===== src/hw/rtl/ybc_pkg.sv =====
package ybc_pkg;

  // Frame geometry limits
  localparam int unsigned MAX_ROW_PAIRS = 1024;
  localparam int unsigned MAX_ROWS      = 2048;

  // Register widths
  localparam int unsigned PAIRS_W = 11;
  localparam int unsigned ROWS_W  = 12;
  localparam int unsigned PAD_W   = 8;
  localparam int unsigned CFG_W   = 12;
  localparam int unsigned IDX_W   = 2;
  localparam int unsigned POS_W   = 11;

  // Register indexes
  localparam logic [IDX_W-1:0] CFG_PAIRS_PER_ROW  = 2'd0;
  localparam logic [IDX_W-1:0] CFG_ROWS_PER_FRAME = 2'd1;
  localparam logic [IDX_W-1:0] CFG_PAD_WORDS      = 2'd2;

  // Register reset values
  localparam logic [PAIRS_W-1:0] PAIRS_RESET = 11'd320;
  localparam logic [ROWS_W-1:0]  ROWS_RESET  = 12'd480;
  localparam logic [PAD_W-1:0]   PAD_RESET   = 8'd0;

  typedef struct packed {
    logic [PAIRS_W-1:0] pairs_per_row;
    logic [ROWS_W-1:0]  rows_per_frame;
    logic [PAD_W-1:0]   pad_words;
  } cfg_t;

  // One accepted pair on its way to the colour stage
  typedef struct packed {
    logic [7:0] luma_first;
    logic [7:0] chroma_blue;
    logic [7:0] luma_second;
    logic [7:0] chroma_red;
    logic       end_of_line;
    logic       end_of_frame;
  } pair_t;

endpackage


===== src/hw/rtl/ybc_if.sv =====
interface ybc_yuyv_if;
  logic       valid;
  logic       ready;
  logic [7:0] luma_first;
  logic [7:0] chroma_blue;
  logic [7:0] luma_second;
  logic [7:0] chroma_red;

  modport source (output valid, luma_first, chroma_blue, luma_second, chroma_red,
                  input ready);
  modport sink   (input valid, luma_first, chroma_blue, luma_second, chroma_red,
                  output ready);
endinterface

interface ybc_bgr_if;
  logic       valid;
  logic       ready;
  logic [7:0] first_blue;
  logic [7:0] first_green;
  logic [7:0] first_red;
  logic [7:0] second_blue;
  logic [7:0] second_green;
  logic [7:0] second_red;
  logic       end_of_line;
  logic       end_of_frame;

  modport source (output valid, first_blue, first_green, first_red, second_blue,
                  second_green, second_red, end_of_line, end_of_frame,
                  input ready);
  modport sink   (input valid, first_blue, first_green, first_red, second_blue,
                  second_green, second_red, end_of_line, end_of_frame,
                  output ready);
endinterface


===== src/hw/rtl/ybc_framer.sv =====
module ybc_framer (
  input  logic          clk_i,
  input  logic          rst_ni,
  input  ybc_pkg::cfg_t cfg_i,
  ybc_yuyv_if.sink      yuyv_i,
  input  logic          stage_ready_i,
  output logic          stage_valid_o,
  output ybc_pkg::pair_t stage_o
);
  import ybc_pkg::*;

  logic [POS_W-1:0]   word_q, word_d;
  logic [POS_W-1:0]   row_q, row_d;
  logic               valid_q, valid_d;
  pair_t              pair_q;
  logic [PAIRS_W-1:0] pairs_eff;
  logic [ROWS_W-1:0]  rows_eff;
  logic [POS_W:0]     row_len;
  logic [POS_W:0]     word_inc;
  logic [POS_W:0]     row_inc;
  logic               accept;
  logic               produce;
  logic               eol;
  logic               eof;

  // Clamp the geometry: zero acts as one, oversize saturates
  always_comb begin
    if (cfg_i.pairs_per_row == '0) begin
      pairs_eff = PAIRS_W'(1);
    end else if (cfg_i.pairs_per_row > PAIRS_W'(MAX_ROW_PAIRS)) begin
      pairs_eff = PAIRS_W'(MAX_ROW_PAIRS);
    end else begin
      pairs_eff = cfg_i.pairs_per_row;
    end
    if (cfg_i.rows_per_frame == '0) begin
      rows_eff = ROWS_W'(1);
    end else if (cfg_i.rows_per_frame > ROWS_W'(MAX_ROWS)) begin
      rows_eff = ROWS_W'(MAX_ROWS);
    end else begin
      rows_eff = cfg_i.rows_per_frame;
    end
  end

  assign row_len  = (POS_W+1)'(pairs_eff) + (POS_W+1)'(cfg_i.pad_words);
  assign word_inc = {1'b0, word_q} + (POS_W+1)'(1);
  assign row_inc  = {1'b0, row_q} + (POS_W+1)'(1);

  assign yuyv_i.ready = !valid_q || stage_ready_i;
  assign accept       = yuyv_i.valid && yuyv_i.ready;
  assign produce      = ({1'b0, word_q} < (POS_W+1)'(pairs_eff));
  assign eol          = ({1'b0, word_q} == (POS_W+1)'(pairs_eff) - (POS_W+1)'(1));
  assign eof          = eol && ({1'b0, row_q} == rows_eff - ROWS_W'(1));

  // Advance word and row positions on every accepted item, padding included
  always_comb begin
    word_d  = word_q;
    row_d   = row_q;
    valid_d = valid_q;
    if (accept) begin
      valid_d = produce;
      if (word_inc >= row_len) begin
        word_d = '0;
        if (row_inc >= (POS_W+1)'(rows_eff)) begin
          row_d = '0;
        end else begin
          row_d = row_inc[POS_W-1:0];
        end
      end else begin
        word_d = word_inc[POS_W-1:0];
      end
    end else if (stage_ready_i) begin
      valid_d = 1'b0;
    end
  end

  always_ff @(posedge clk_i or negedge rst_ni) begin
    if (!rst_ni) begin
      word_q  <= '0;
      row_q   <= '0;
      valid_q <= 1'b0;
    end else begin
      word_q  <= word_d;
      row_q   <= row_d;
      valid_q <= valid_d;
    end
  end

  // Hold the item in the input register
  always_ff @(posedge clk_i) begin
    if (accept && produce) begin
      pair_q.luma_first   <= yuyv_i.luma_first;
      pair_q.chroma_blue  <= yuyv_i.chroma_blue;
      pair_q.luma_second  <= yuyv_i.luma_second;
      pair_q.chroma_red   <= yuyv_i.chroma_red;
      pair_q.end_of_line  <= eol;
      pair_q.end_of_frame <= eof;
    end
  end

  assign stage_valid_o = valid_q;
  assign stage_o       = pair_q;

endmodule


===== src/hw/rtl/ybc_colour.sv =====
module ybc_colour (
  input  logic           clk_i,
  input  logic           rst_ni,
  input  logic           stage_valid_i,
  input  ybc_pkg::pair_t stage_i,
  output logic           stage_ready_o,
  ybc_bgr_if.source      bgr_o
);
  import ybc_pkg::*;

  logic signed [7:0]  du;
  logic signed [7:0]  dv;
  logic signed [15:0] blue_prod;
  logic signed [11:0] green_sum;
  logic signed [9:0]  red_prod;
  logic signed [9:0]  off_b;
  logic signed [8:0]  off_g;
  logic signed [8:0]  off_r;
  logic signed [10:0] y0;
  logic signed [10:0] y1;
  logic               valid_q;
  logic               take;
  logic [7:0]         b0_d, g0_d, r0_d, b1_d, g1_d, r1_d;
  logic [7:0]         b0_q, g0_q, r0_q, b1_q, g1_q, r1_q;
  logic               eol_q, eof_q;

  function automatic logic [7:0] clip8(input logic signed [10:0] v);
    if (v < 0) begin
      return 8'd0;
    end else if (v > 11'sd255) begin
      return 8'hFF;
    end else begin
      return v[7:0];
    end
  endfunction

  // Remove the chroma offset by flipping the top bit
  assign du = $signed({~stage_i.chroma_blue[7], stage_i.chroma_blue[6:0]});
  assign dv = $signed({~stage_i.chroma_red[7], stage_i.chroma_red[6:0]});

  // Chroma terms: 129*du, 3*du + 6*dv and 3*dv, floored by arithmetic shifts
  assign blue_prod = (16'(du) <<< 7) + 16'(du);
  assign green_sum = (12'(du) <<< 1) + 12'(du) + (12'(dv) <<< 2) + (12'(dv) <<< 1);
  assign red_prod  = (10'(dv) <<< 1) + 10'(dv);
  assign off_b     = 10'(blue_prod >>> 6);
  assign off_g     = 9'(green_sum >>> 3);
  assign off_r     = 9'(red_prod >>> 1);

  assign y0 = $signed({3'b000, stage_i.luma_first});
  assign y1 = $signed({3'b000, stage_i.luma_second});

  assign b0_d = clip8(y0 + 11'(off_b));
  assign g0_d = clip8(y0 - 11'(off_g));
  assign r0_d = clip8(y0 + 11'(off_r));
  assign b1_d = clip8(y1 + 11'(off_b));
  assign g1_d = clip8(y1 - 11'(off_g));
  assign r1_d = clip8(y1 + 11'(off_r));

  assign stage_ready_o = !valid_q || bgr_o.ready;
  assign take          = stage_valid_i && stage_ready_o;

  always_ff @(posedge clk_i or negedge rst_ni) begin
    if (!rst_ni) begin
      valid_q <= 1'b0;
    end else if (stage_ready_o) begin
      valid_q <= stage_valid_i;
    end
  end

  // Load the result register
  always_ff @(posedge clk_i) begin
    if (take) begin
      b0_q  <= b0_d;
      g0_q  <= g0_d;
      r0_q  <= r0_d;
      b1_q  <= b1_d;
      g1_q  <= g1_d;
      r1_q  <= r1_d;
      eol_q <= stage_i.end_of_line;
      eof_q <= stage_i.end_of_frame;
    end
  end

  assign bgr_o.valid        = valid_q;
  assign bgr_o.first_blue   = b0_q;
  assign bgr_o.first_green  = g0_q;
  assign bgr_o.first_red    = r0_q;
  assign bgr_o.second_blue  = b1_q;
  assign bgr_o.second_green = g1_q;
  assign bgr_o.second_red   = r1_q;
  assign bgr_o.end_of_line  = eol_q;
  assign bgr_o.end_of_frame = eof_q;

endmodule


===== src/hw/rtl/yuyv_to_bgr24_converter_core.sv =====
// A converted item passes through the input register and then the result register.
// Throughput: one item per cycle while the output is ready; an input register and a result register
// each move on when the stage after them takes their item.
// Row padding words are accepted at the same rate and give no result.
// Reset clears the word and row counters and the pipeline, and loads the
// defaults of 320 pairs per row, 480 rows per frame and no padding.
module yuyv_to_bgr24_converter_core (
  input  logic                      clk_i,
  input  logic                      rst_ni,
  input  logic                      cfg_we_i,
  input  logic [ybc_pkg::IDX_W-1:0] cfg_idx_i,
  input  logic [ybc_pkg::CFG_W-1:0] cfg_data_i,
  ybc_yuyv_if.sink                  yuyv_i,
  ybc_bgr_if.source                 bgr_o
);
  import ybc_pkg::*;

  cfg_t  cfg_q;
  logic  stage_valid;
  logic  stage_ready;
  pair_t stage;

  // Configuration registers; unknown indexes are ignored
  always_ff @(posedge clk_i or negedge rst_ni) begin
    if (!rst_ni) begin
      cfg_q.pairs_per_row  <= PAIRS_RESET;
      cfg_q.rows_per_frame <= ROWS_RESET;
      cfg_q.pad_words      <= PAD_RESET;
    end else if (cfg_we_i) begin
      case (cfg_idx_i)
        CFG_PAIRS_PER_ROW:  cfg_q.pairs_per_row  <= cfg_data_i[PAIRS_W-1:0];
        CFG_ROWS_PER_FRAME: cfg_q.rows_per_frame <= cfg_data_i[ROWS_W-1:0];
        CFG_PAD_WORDS:      cfg_q.pad_words      <= cfg_data_i[PAD_W-1:0];
        default: ;
      endcase
    end
  end

  ybc_framer u_framer (
    .clk_i         (clk_i),
    .rst_ni        (rst_ni),
    .cfg_i         (cfg_q),
    .yuyv_i        (yuyv_i),
    .stage_ready_i (stage_ready),
    .stage_valid_o (stage_valid),
    .stage_o       (stage)
  );

  ybc_colour u_colour (
    .clk_i         (clk_i),
    .rst_ni        (rst_ni),
    .stage_valid_i (stage_valid),
    .stage_i       (stage),
    .stage_ready_o (stage_ready),
    .bgr_o         (bgr_o)
  );

endmodule

===== src/flat_wrapper.sv =====
// flat-port wrapper written by rule: the top's interface ports become plain ports
module yuyv_to_bgr24_converter_core_flat import ybc_pkg::*;
  (clk_i, rst_ni, cfg_we_i, cfg_idx_i, cfg_data_i, yuyv_i_valid, yuyv_i_luma_first, yuyv_i_chroma_blue, yuyv_i_luma_second, yuyv_i_chroma_red, yuyv_i_ready, bgr_o_valid, bgr_o_first_blue, bgr_o_first_green, bgr_o_first_red, bgr_o_second_blue, bgr_o_second_green, bgr_o_second_red, bgr_o_end_of_line, bgr_o_end_of_frame, bgr_o_ready);
  ybc_yuyv_if yuyv_i_i ();
  ybc_bgr_if bgr_o_i ();
  input  logic clk_i;
  input  logic rst_ni;
  input  logic cfg_we_i;
  input  logic [ybc_pkg::IDX_W-1:0] cfg_idx_i;
  input  logic [ybc_pkg::CFG_W-1:0] cfg_data_i;
  input wire logic [$bits(yuyv_i_i.valid)-1:0] yuyv_i_valid;
  input wire logic [$bits(yuyv_i_i.luma_first)-1:0] yuyv_i_luma_first;
  input wire logic [$bits(yuyv_i_i.chroma_blue)-1:0] yuyv_i_chroma_blue;
  input wire logic [$bits(yuyv_i_i.luma_second)-1:0] yuyv_i_luma_second;
  input wire logic [$bits(yuyv_i_i.chroma_red)-1:0] yuyv_i_chroma_red;
  output wire logic [$bits(yuyv_i_i.ready)-1:0] yuyv_i_ready;
  output wire logic [$bits(bgr_o_i.valid)-1:0] bgr_o_valid;
  output wire logic [$bits(bgr_o_i.first_blue)-1:0] bgr_o_first_blue;
  output wire logic [$bits(bgr_o_i.first_green)-1:0] bgr_o_first_green;
  output wire logic [$bits(bgr_o_i.first_red)-1:0] bgr_o_first_red;
  output wire logic [$bits(bgr_o_i.second_blue)-1:0] bgr_o_second_blue;
  output wire logic [$bits(bgr_o_i.second_green)-1:0] bgr_o_second_green;
  output wire logic [$bits(bgr_o_i.second_red)-1:0] bgr_o_second_red;
  output wire logic [$bits(bgr_o_i.end_of_line)-1:0] bgr_o_end_of_line;
  output wire logic [$bits(bgr_o_i.end_of_frame)-1:0] bgr_o_end_of_frame;
  input wire logic [$bits(bgr_o_i.ready)-1:0] bgr_o_ready;
  assign yuyv_i_i.valid = yuyv_i_valid;
  assign yuyv_i_i.luma_first = yuyv_i_luma_first;
  assign yuyv_i_i.chroma_blue = yuyv_i_chroma_blue;
  assign yuyv_i_i.luma_second = yuyv_i_luma_second;
  assign yuyv_i_i.chroma_red = yuyv_i_chroma_red;
  assign yuyv_i_ready = yuyv_i_i.ready;
  assign bgr_o_valid = bgr_o_i.valid;
  assign bgr_o_first_blue = bgr_o_i.first_blue;
  assign bgr_o_first_green = bgr_o_i.first_green;
  assign bgr_o_first_red = bgr_o_i.first_red;
  assign bgr_o_second_blue = bgr_o_i.second_blue;
  assign bgr_o_second_green = bgr_o_i.second_green;
  assign bgr_o_second_red = bgr_o_i.second_red;
  assign bgr_o_end_of_line = bgr_o_i.end_of_line;
  assign bgr_o_end_of_frame = bgr_o_i.end_of_frame;
  assign bgr_o_i.ready = bgr_o_ready;
  yuyv_to_bgr24_converter_core u_core (.clk_i(clk_i), .rst_ni(rst_ni), .cfg_we_i(cfg_we_i), .cfg_idx_i(cfg_idx_i), .cfg_data_i(cfg_data_i), .yuyv_i(yuyv_i_i), .bgr_o(bgr_o_i));
endmodule

===== config.mk =====
export PLATFORM = sky130hd
export DESIGN_NAME = yuyv_to_bgr24_converter_core_flat
export DESIGN_NICKNAME = d
export VERILOG_FILES = /design/src/hw/rtl/ybc_pkg.sv /design/src/hw/rtl/ybc_if.sv /design/src/hw/rtl/ybc_framer.sv /design/src/hw/rtl/ybc_colour.sv /design/src/hw/rtl/yuyv_to_bgr24_converter_core.sv /design/src/flat_wrapper.sv
export SDC_FILE = /design/constraint.sdc
export NUM_CORES = 1
export LEC_CHECK = 0
export CAP_MARGIN = 20
export CORE_MARGIN = 2
export CORE_UTILIZATION = 65
export DETAILED_ROUTE_END_ITERATION = 8
export DONT_BUFFER_PORTS = 1
export PLACE_DENSITY = 0.81
export SYNTH_ARGS = -nofsm -noshare
export SYNTH_HDL_FRONTEND = slang
export SYNTH_SLANG_ARGS = --single-unit

===== constraint.sdc =====
create_clock -name clk_i -period 6.9 [get_ports clk_i]
set_input_delay 1.38 -clock clk_i [delete_from_list [all_inputs] [get_ports clk_i]]
set_output_delay 1.38 -clock clk_i [all_outputs]
set_load 0.1 [all_outputs]

==> run summary, run 1 <==
status -> finished, final reports clean
Starting Density -> 65.6%
number of I/O port buffers -> 0
headroom to the max-slew limit -> 35.3%
Syn Std Cell Area -> 10800 um2
Worst Path Arrival -> 5.46 ns
Final Slew Violations -> 0
grt ovf -> 0
CTS tree -> done
Tcrit/Tclk final -> 76.4%
Sink Count -> 139
worst setup margin -> 1.63 ns
Placer Congestion -> 0.975
final core utilization -> 70.8%
setup tns final -> 0 ns
Total Die Area -> 17600 um2
post-cts hold buffer count -> 0
layout cells sized above 1 -> 8.93%
Setup Fix Bufs, Post-CTS -> 0
placed cell areas -> 10900 um2
Primary FF master, synth -> edfxtp_1
min-delay worst type -> register to register
Synth async-reset ratio -> 39.6%
H-tree depth -> 4
clock tree buffer depth -> 2
Slew @ Worst Pin -> 0.961 ns
RSZ-0062 raised after global routing -> false
CTS buffer count -> 17
via count -> 8166
crit path kind -> register to register
All-Layer GR Usage -> 28.8%
row cnt -> 47
total iterations of the first detailed-routing run -> 5
Ys Warns -> 0
min Tclk post-route -> 5.27 ns
critical path fanouts, max -> 21
DR WL/cell -> 18.4 um
Post-synth EDFFs -> 84
clk_lat worst skew -> 0.44 ns
final net count -> 1286
worst clock skew -> 0.00814 ns
Core Region -> 16400 um2
vias per std cell -> 6.13
CP Capture Type -> register
pin count of the biggest net entering global routing -> 56
Antenna Nets Post-Route -> 0
vias in the first global route -> 7846
post-synthesis net count -> 1286
Design Area, Final -> 11600 um2
Yosys reg bits -> 139
worst slack, placed -> 1.71 ns
total wire length -> 24600 um
final hold vios -> 0
post-CTS resize count -> 0
synthesized area per cell -> 9.83 um2
width of the chip -> 133 um
Final HPWL DP -> 18300 um
global-route wire length before repair -> 39500 um
# Max-Cap Violations -> 0
area delta synth->final -> 7.85%
initial antenna violation count -> 7
Clk Tree Root Cell -> clkbuf_16
Worst Setup Start Kind -> register
io pins -> 103
worst endpoint required time -> 7.08 ns
drt drc -> 0
initial drt markers -> 685
Worst-path clk slew -> 0.06 ns
synth unique cells -> 71
# setup viols final -> 0
Synth Instances -> 1096
Die Height -> 133 um
Fmax -> 190 MHz
register area share after synthesis -> 36.3%
==> state kept, by name, indices dropped and copies added (netlist names) <==
signal,count
u_core.cfg_q,31
u_core.u_colour.bgr_o.end_of_frame,1
u_core.u_colour.bgr_o.end_of_line,1
u_core.u_colour.bgr_o.first_blue,8
u_core.u_colour.bgr_o.first_green,8
u_core.u_colour.bgr_o.first_red,8
u_core.u_colour.bgr_o.second_blue,8
u_core.u_colour.bgr_o.second_green,8
u_core.u_colour.bgr_o.second_red,8
u_core.u_colour.bgr_o.valid,1
u_core.u_framer.row_q,11
u_core.u_framer.stage_o,34
u_core.u_framer.stage_valid_o,1
u_core.u_framer.word_q,11
==> per-layer routing <==
metal | track usage [%] | up-vias | routed length [um]
met2 | 49.1 | 265 | 12400
met5 | 0 | - | 46
met4 | 12.5 | 8 | 920
met1 | 33.8 | 3884 | 9600
met3 | 8.43 | 82 | 1610
li1 | - | 3927 | -
==> area by class of cell <==
type | instances | area, um2
antenna | 4 | 10.0
clock buffer | 17 | 425
clock inverter | 15 | 173
fill | 1164 | 4790
inverter | 94 | 353
multi-input combinational | 837 | 6380
sequential | 139 | 3910
tap | 220 | 275
timing repair buffer | 7 | 88.8
==> Yosys cell counts, drive strengths merged (2+ instances only) <==
library cell | count | area [um2]
buf | 6 | 53.8
o21a | 15 | 113
dfrtp | 49 | 1230
nor2b | 16 | 100
o31ai | 8 | 60.1
nand2b | 15 | 93.8
nand2 | 79 | 297
and2 | 8 | 50.1
a21oi | 86 | 438
inv | 94 | 353
or4 | 3 | 26.3
or2 | 7 | 43.8
a31oi | 4 | 25.0
maj3 | 6 | 62.6
a22oi | 3 | 22.5
a21o | 21 | 158
o32ai | 2 | 17.5
o41ai | 2 | 17.5
fa | 21 | 420
a22o | 8 | 70.1
xnor2 | 63 | 567
edfxtp | 84 | 2520
xor2 | 37 | 324
o211ai | 7 | 57.6
a221oi | 6 | 58.8
or3 | 7 | 43.8
nand3 | 24 | 120
nand3b | 7 | 56.3
a221o | 2 | 20.0
nand4 | 4 | 25.0
o21ai | 82 | 410
nor4b | 2 | 23.8
ha | 118 | 1480
nor4 | 6 | 37.5
o21bai | 10 | 75.1
clkbuf | 20 | 85.1
o22ai | 11 | 68.8
a211oi | 5 | 42.5
nor2 | 60 | 225
and3 | 6 | 37.5
dfstp | 6 | 158
mux2 | 32 | 360
nor3 | 19 | 106
a21boi | 12 | 90.1
==> critical path, stage by stage (launching register included) <==
cell,delay [ns]
edfxtp_1,0.77
inv_1,0.46
fa_1,0.61
inv_1,0.05
fa_1,0.49
inv_1,0.04
ha_1,0.33
o21a_1,0.12
o31ai_1,0.11
nand2_1,0.17
ha_1,0.35
nor2_1,0.12
a21oi_1,0.07
maj3_1,0.39
maj3_1,0.41
and2_1,0.22
nor3_1,0.19
o21ai_0,0.12
==> cells by family after synthesis <==
| logic type | share of synthesized area (%) |
|---|---|
| flops | 36.3 |
| fa+ha+maj | 18.2 |
| xor+xnor | 8.27 |
| mux | 3.44 |
| other cells | 0.0348 |
| compound gates | 17.2 |
| buf+inv | 4.57 |
| simple gates | 12.0 |
==> final timing paths <==
| check | startpoint | endpoint | slack (ns) | cells past startpoint |
|---|---|---|---|---|
| min | u_core.u_framer.stage_o[1] | u_core.u_colour.bgr_o.end_of_line | 0.42 | 0 |
| min reg2reg | u_core.u_framer.stage_o[1] | u_core.u_colour.bgr_o.end_of_line | 0.42 | 0 |
| max reg2reg | u_core.u_framer.stage_o[25] | u_core.u_colour.bgr_o.second_green[0] | 1.63 | 17 |
| min in group asynchronous | rst_ni | u_core.u_framer.word_q[4] | 0.63 | 0 |
| max in group asynchronous | rst_ni | u_core.cfg_q[26] | 6.08 | 0 |
| max | u_core.u_framer.stage_o[25] | u_core.u_colour.bgr_o.second_green[0] | 1.63 | 17 |
==> cells in the final DEF (no fill, tap or decap), drive strengths merged, types with 16 or more instances in the layout <==
cell type and n:
ha 118, inv 97, a21oi 86, edfxtp 84, o21ai 82, nand2 79
xnor2 63, nor2 60, dfrtp 49, xor2 37, mux2 32, nand3 24
a21o 21, fa 21, nor3 19, clkbuf 18, nor2b 16
==> metrics by stage <==
step	hold slack, ns	instances
floorplan	0.400	1096
global placement	0.405	1293
detailed placement	0.407	1293
CTS	0.421	1325
global route	0.435	1330
finish	0.419	1333
Power of run 1 is not shown: default switching activity piles up to over one toggle a cycle in this logic, so the estimate is an artifact.
==> run 2, diff against run 1 <==
==> constraint.sdc (replaced) <==
create_clock -name clk_i -period 4.9 [get_ports clk_i]
set_input_delay 0.98 -clock clk_i [delete_from_list [all_inputs] [get_ports clk_i]]
set_output_delay 0.98 -clock clk_i [all_outputs]
set_load 0.1 [all_outputs]
==> run summary, run 2 (synthesis results as in run 1) <==
Final HPWL DP -> 18800 um (was 18300 um)
DR WL/cell -> 18.8 um (was 18.4 um)
headroom to the max-slew limit -> 35.0% (was 35.3%)
R2R Setup Slk -> 0.13 ns (was 1.63 ns)
initial antenna violation count -> 5 (was 7)
drt drc -> 0 (unchanged)
CTS buffer count -> 17 (unchanged)
worst endpoint required time -> 5.08 ns (was 7.08 ns)
Largest register FFs -> 34 (unchanged)
io pins -> 103 (unchanged)
crit path kind -> register to register (unchanged)
post-cts hold buffer count -> 0 (unchanged)
number of I/O port buffers -> 0 (unchanged)
final hold vios -> 0 (unchanged)
worst clock skew -> 0.00948 ns (was 0.00814 ns)
H-tree depth -> 4 (unchanged)
Slew @ Worst Pin -> 0.969 ns (was 0.961 ns)
min-delay worst type -> input port to asynchronous set/reset pin (was register to register)
Total Die Area -> 17600 um2 (unchanged)
placed cell areas -> 11100 um2 (was 10900 um2)
Tcrit/Tclk final -> 97.3% (was 76.4%)
CTS tree -> done (unchanged)
Antenna Nets Post-Route -> 0 (unchanged)
clock tree buffer depth -> 2 (unchanged)
row cnt -> 47 (unchanged)
Starting Density -> 65.6% (unchanged)
initial drt markers -> 569 (was 685)
worst setup margin -> 0.133 ns (was 1.63 ns)
Layout fillers -> 1128 (was 1164)
Die Height -> 133 um (unchanged)
# Max-Cap Violations -> 0 (unchanged)
area delta synth->final -> 9.73% (was 7.85%)
Placer Congestion -> 0.969 (was 0.975)
Final Slew Violations -> 0 (unchanged)
# setup viols final -> 0 (unchanged)
FF/Latch Area -> 3910 um2 (unchanged)
most frequent cells in the layout -> ha_1, inv_1, edfxtp_1 (was ha_1, inv_1, a21oi_1, edfxtp_1, o21ai_0)
global-route wire length before repair -> 40200 um (was 39500 um)
critical path fanouts, max -> 7 (was 21)
CP Capture Type -> register (unchanged)
Clk Tree Root Cell -> clkbuf_16 (unchanged)
Core Region -> 16400 um2 (unchanged)
vias in the first global route -> 8145 (was 7846)
area of the multi-input gates -> 6450 um2 (was 6380 um2)
via count -> 8386 (was 8166)
Worst Path Arrival -> 4.94 ns (was 5.46 ns)
min Tclk post-route -> 4.77 ns (was 5.27 ns)
Worst-path clk slew -> 0.06 ns (about the same)
final net count -> 1306 (was 1286)
fin cells -> 1352 (was 1333)
commonest non-fill, non-tap cell in the layout -> ha_1 (unchanged)
clk_lat worst skew -> 0.44 ns (about the same)
Worst Setup Start Kind -> register (unchanged)
grt ovf -> 0 (unchanged)
Fmax -> 210 MHz (was 190 MHz)
total iterations of the first detailed-routing run -> 5 (unchanged)
All-Layer GR Usage -> 29.0% (was 28.8%)
total wire length -> 25400 um (was 24600 um)
dpl cells -> 1311 (was 1293)
pin count of the biggest net entering global routing -> 56 (unchanged)
Sink Count -> 139 (unchanged)
width of the chip -> 133 um (unchanged)
worst slack, placed -> -0.0442 ns (was 1.71 ns)
status -> finished, final reports clean (unchanged)
layout cells sized above 1 -> 12.2% (was 8.93%)
vias per std cell -> 6.20 (was 6.13)
Design Area, Final -> 11800 um2 (was 11600 um2)
[run 2: changes by cell type in the layout (fill, tap and decap cells not counted), sizes merged]
cell	previous run	this run
buf	6	27
inv	97	94
clkbuf	18	21
clkinvlp	5	2
bufinv	3	4
clkinv	4	5
diode	4	3
[run 2: worst paths after layout]
path	from	to	depth (start not counted)
worst min-delay path	rst_ni	u_core.u_framer.word_q[2]	0
max in group asynchronous	rst_ni	u_core.cfg_q[13]	0
worst min register to register	u_core.u_framer.stage_o[1]	u_core.u_colour.bgr_o.end_of_line	0
worst max-delay path	u_core.u_framer.stage_o[5]	u_core.u_colour.bgr_o.first_green[0]	17
worst max register to register	u_core.u_framer.stage_o[5]	u_core.u_colour.bgr_o.first_green[0]	17
min in group clk_i	u_core.u_framer.stage_o[1]	u_core.u_colour.bgr_o.end_of_line	0
[run 2: what timing repair did]
| item | in CTS | in global routing |
|---|---|---|
| resized for setup | 3 | 21 |
| pin swaps | 0 | 8 |
| buffers inserted | 0 | 5 |
| setup endpoints to repair | 14 | 23 |
| cloned | 0 | 0 |
[run 2: metrics by stage]
step | setup TNS [ns] | hold slack, ns | util (%)
global route | -0.178 | 0.219 | 72.0
floorplan | 0 | 0.400 | -
global placement | 0 | 0.407 | 67.5
CTS | 0 | 0.219 | 71.4
detailed placement | -0.0993 | 0.409 | 67.5
finish | 0 | 0.227 | 72.0
[run 2: final cells by class]
| cell class | instances | area share (%) |
|---|---|---|
| Antenna cell | 3 | 0.0635 |
| Clock buffer | 21 | 3.90 |
| Clock inverter | 11 | 1.42 |
| Inverter | 94 | 2.99 |
| Multi-Input combinational cell | 837 | 54.5 |
| Sequential cell | 139 | 33.1 |
| Tap cell | 220 | 2.33 |
| Timing Repair Buffer | 27 | 1.72 |
[run 2: routing by layer]
layer | routed length [um] | global-route usage (%) | up-vias | share of wire, %
met1 | 9950 | 34.0 | 4017 | 39
li1 | - | - | 3971 | -
met2 | 12900 | 50.5 | 312 | 51
met3 | 1550 | 7.47 | 80 | 6.1
met4 | 948 | 12.5 | 6 | 3.7
met5 | 43 | 0 | - | 0.17
[run 2: critical path: stages (launching register included)]
cell and delay [ns]:
edfxtp_1 0.44, inv_2 0.11, fa_1 0.43, fa_1 0.56, inv_1 0.06, ha_1 0.31
a21o_1 0.18, a21oi_1 0.19, xor2_1 0.26, buf_4 0.16, ha_1 0.26, a21oi_2 0.19
o21bai_1 0.08, maj3_1 0.40, maj3_2 0.36, a21oi_2 0.19, xnor2_2 0.19, a21oi_1 0.13
Power of run 2 is left out for the same reason.
==> run 3, diff against run 2 <==
--- a/config.mk
+++ b/config.mk
@@ -7,10 +7,9 @@
 export LEC_CHECK = 0
 export CAP_MARGIN = 20
 export CORE_MARGIN = 2
-export CORE_UTILIZATION = 65
+export CORE_UTILIZATION = 45
 export DETAILED_ROUTE_END_ITERATION = 8
 export DONT_BUFFER_PORTS = 1
-export PLACE_DENSITY = 0.81
 export SYNTH_ARGS = -nofsm -noshare
 export SYNTH_HDL_FRONTEND = slang
 export SYNTH_SLANG_ARGS = --single-unit
==> run summary, run 3 (synthesis results as in run 1) <==
status -> finished, final reports clean (unchanged)
area delta synth->final -> 11.2% (was 9.73%)
Final HPWL DP -> 19700 um (was 18800 um)
global-route wire length before repair -> 40600 um (was 40200 um)
Total Die Area -> 25200 um2 (was 17600 um2)
most frequent cells in the layout -> ha_1, inv_1, edfxtp_1 (unchanged)
number of I/O port buffers -> 0 (unchanged)
commonest non-fill, non-tap cell in the layout -> ha_1 (unchanged)
DR WL/cell -> 17.2 um (was 18.8 um)
pin count of the biggest net entering global routing -> 56 (unchanged)
critical path fanouts, max -> 3 (was 7)
layout cells sized above 1 -> 12.7% (was 12.2%)
final hold vios -> 0 (unchanged)
grt ovf -> 0 (unchanged)
source of the critical timing path -> u_core.u_framer.stage_o[21] (was u_core.u_framer.stage_o[5])
Die Height -> 159 um (was 133 um)
Largest register FFs -> 34 (unchanged)
min Tclk post-route -> 4.68 ns (was 4.77 ns)
H-tree depth -> 4 (unchanged)
min-delay worst type -> input port to asynchronous set/reset pin (unchanged)
Layout fillers -> 2152 (was 1128)
Core Region -> 23500 um2 (was 16400 um2)
Antenna Nets Post-Route -> 0 (unchanged)
Placer Congestion -> 0.878 (was 0.969)
headroom to the max-slew limit -> 36.4% (was 35.0%)
io pins -> 103 (unchanged)
clock tree buffer depth -> 2 (unchanged)
worst clock skew -> 0.0114 ns (was 0.00948 ns)
row cnt -> 56 (was 47)
worst r2r src -> u_core.u_framer.stage_o[21] (was u_core.u_framer.stage_o[5])
# setup viols final -> 0 (unchanged)
Starting Density -> 45.9% (was 65.6%)
total wire length -> 25100 um (was 25400 um)
post-cts hold buffer count -> 0 (unchanged)
worst endpoint required time -> 5.08 ns (about the same)
CTS tree -> done (unchanged)
Slew @ Worst Pin -> 0.949 ns (was 0.969 ns)
Worst-path clk slew -> 0.07 ns (was 0.06 ns)
Fmax -> 214 MHz (was 210 MHz)
clk_lat worst skew -> 0.43 ns (was 0.44 ns)
vias in the first global route -> 7623 (was 8145)
vias per std cell -> 5.49 (was 6.20)
total iterations of the first detailed-routing run -> 5 (unchanged)
initial antenna violation count -> 2 (was 5)
Worst Setup Start Kind -> register (unchanged)
Worst Path Arrival -> 4.86 ns (was 4.94 ns)
R2R Setup Slk -> 0.22 ns (was 0.13 ns)
width of the chip -> 159 um (was 133 um)
worst slack, placed -> 0.0302 ns (was -0.0442 ns)
via count -> 8000 (was 8386)
final net count -> 1315 (was 1306)
final core utilization -> 51.0% (was 72.0%)
All-Layer GR Usage -> 20.4% (was 29.0%)
Clk Tree Root Cell -> clkbuf_16 (unchanged)
CP Capture Type -> register (unchanged)
Tcrit/Tclk final -> 95.5% (was 97.3%)
Final Slew Violations -> 0 (unchanged)
CTS buffer count -> 17 (unchanged)
Sink Count -> 139 (unchanged)
initial drt markers -> 452 (was 569)
# Max-Cap Violations -> 0 (unchanged)
worst setup margin -> 0.223 ns (was 0.133 ns)
crit path kind -> register to register (unchanged)
drt drc -> 0 (unchanged)
==> run 3: cell types whose count changed in the layout (fill, tap and decap cells not counted), moves of 2 or more <==
cell / delta
diode_2: -2
inv_6: +3
o21ai_1: -4
buf_4: +9
o21ai_0: +4
clkbuf_8: -2
==> run 3: area by class of cell <==
cell class / count / area, um2 / area share [%]
Clock inverter: 13 / 168 / 1.40
Timing Repair Buffer: 36 / 270 / 2.26
Inverter: 94 / 353 / 2.94
Antenna cell: 1 / 2.50 / 0.0209
Multi-Input combinational cell: 837 / 6450 / 53.8
Clock buffer: 19 / 433 / 3.61
Sequential cell: 139 / 3910 / 32.6
Tap cell: 319 / 399 / 3.33
==> run 3: critical path: stages (launching register included) <==
cell      delay [ns]
edfxtp_1        0.46
inv_1           0.10
fa_1            0.43
fa_1            0.59
inv_1           0.06
ha_1            0.32
a21o_1          0.18
a21oi_1         0.16
xor2_1          0.22
buf_4           0.15
ha_1            0.26
a21oi_2         0.18
o21bai_1        0.08
maj3_1          0.39
maj3_2          0.36
nand2_1         0.07
o31ai_1         0.07
a221o_1         0.35
==> run 3: final timing paths <==
path,to,depth (start not counted)
setup / recovery,u_core.u_colour.bgr_o.first_green[7],17
hold / removal,u_core.u_framer.word_q[0],0
setup reg to reg,u_core.u_colour.bgr_o.first_green[7],17
hold reg to reg,u_core.u_colour.bgr_o.end_of_frame,0
max in group asynchronous,u_core.cfg_q[14],0
min in group clk_i,u_core.u_colour.bgr_o.end_of_frame,0
==> run 3: layer usage <==
layer / up-vias / share of wire, % / global-route usage, %
li1: 3993 / - / -
met1: 3833 / 45 / 26.4
met2: 152 / 50 / 34.9
met3: 20 / 4.1 / 4.28
met4: 2 / 1.2 / 5.34
met5: - / 0.064 / 0
==> run 3: stage by stage <==
stage | TNS, ns | instance area [um2] | hold WS, ns | instances
after global routing | -0.00988 | 12000 | 0.220 | 1457
after detailed placement | 0 | 11300 | 0.406 | 1424
after floorplan | 0 | 10800 | 0.400 | 1096
final | 0 | 12000 | 0.238 | 1458
after global placement | 0 | 11300 | 0.402 | 1424
after CTS | 0 | 11900 | 0.217 | 1456
==> run 3: what timing repair did <==
action,in CTS,in global routing
setup endpoints to repair,0,28
gates resized for setup,0,19
buffers inserted,0,1
hold endpoints to repair,0,0
Power of run 3 is left out for the same reason.
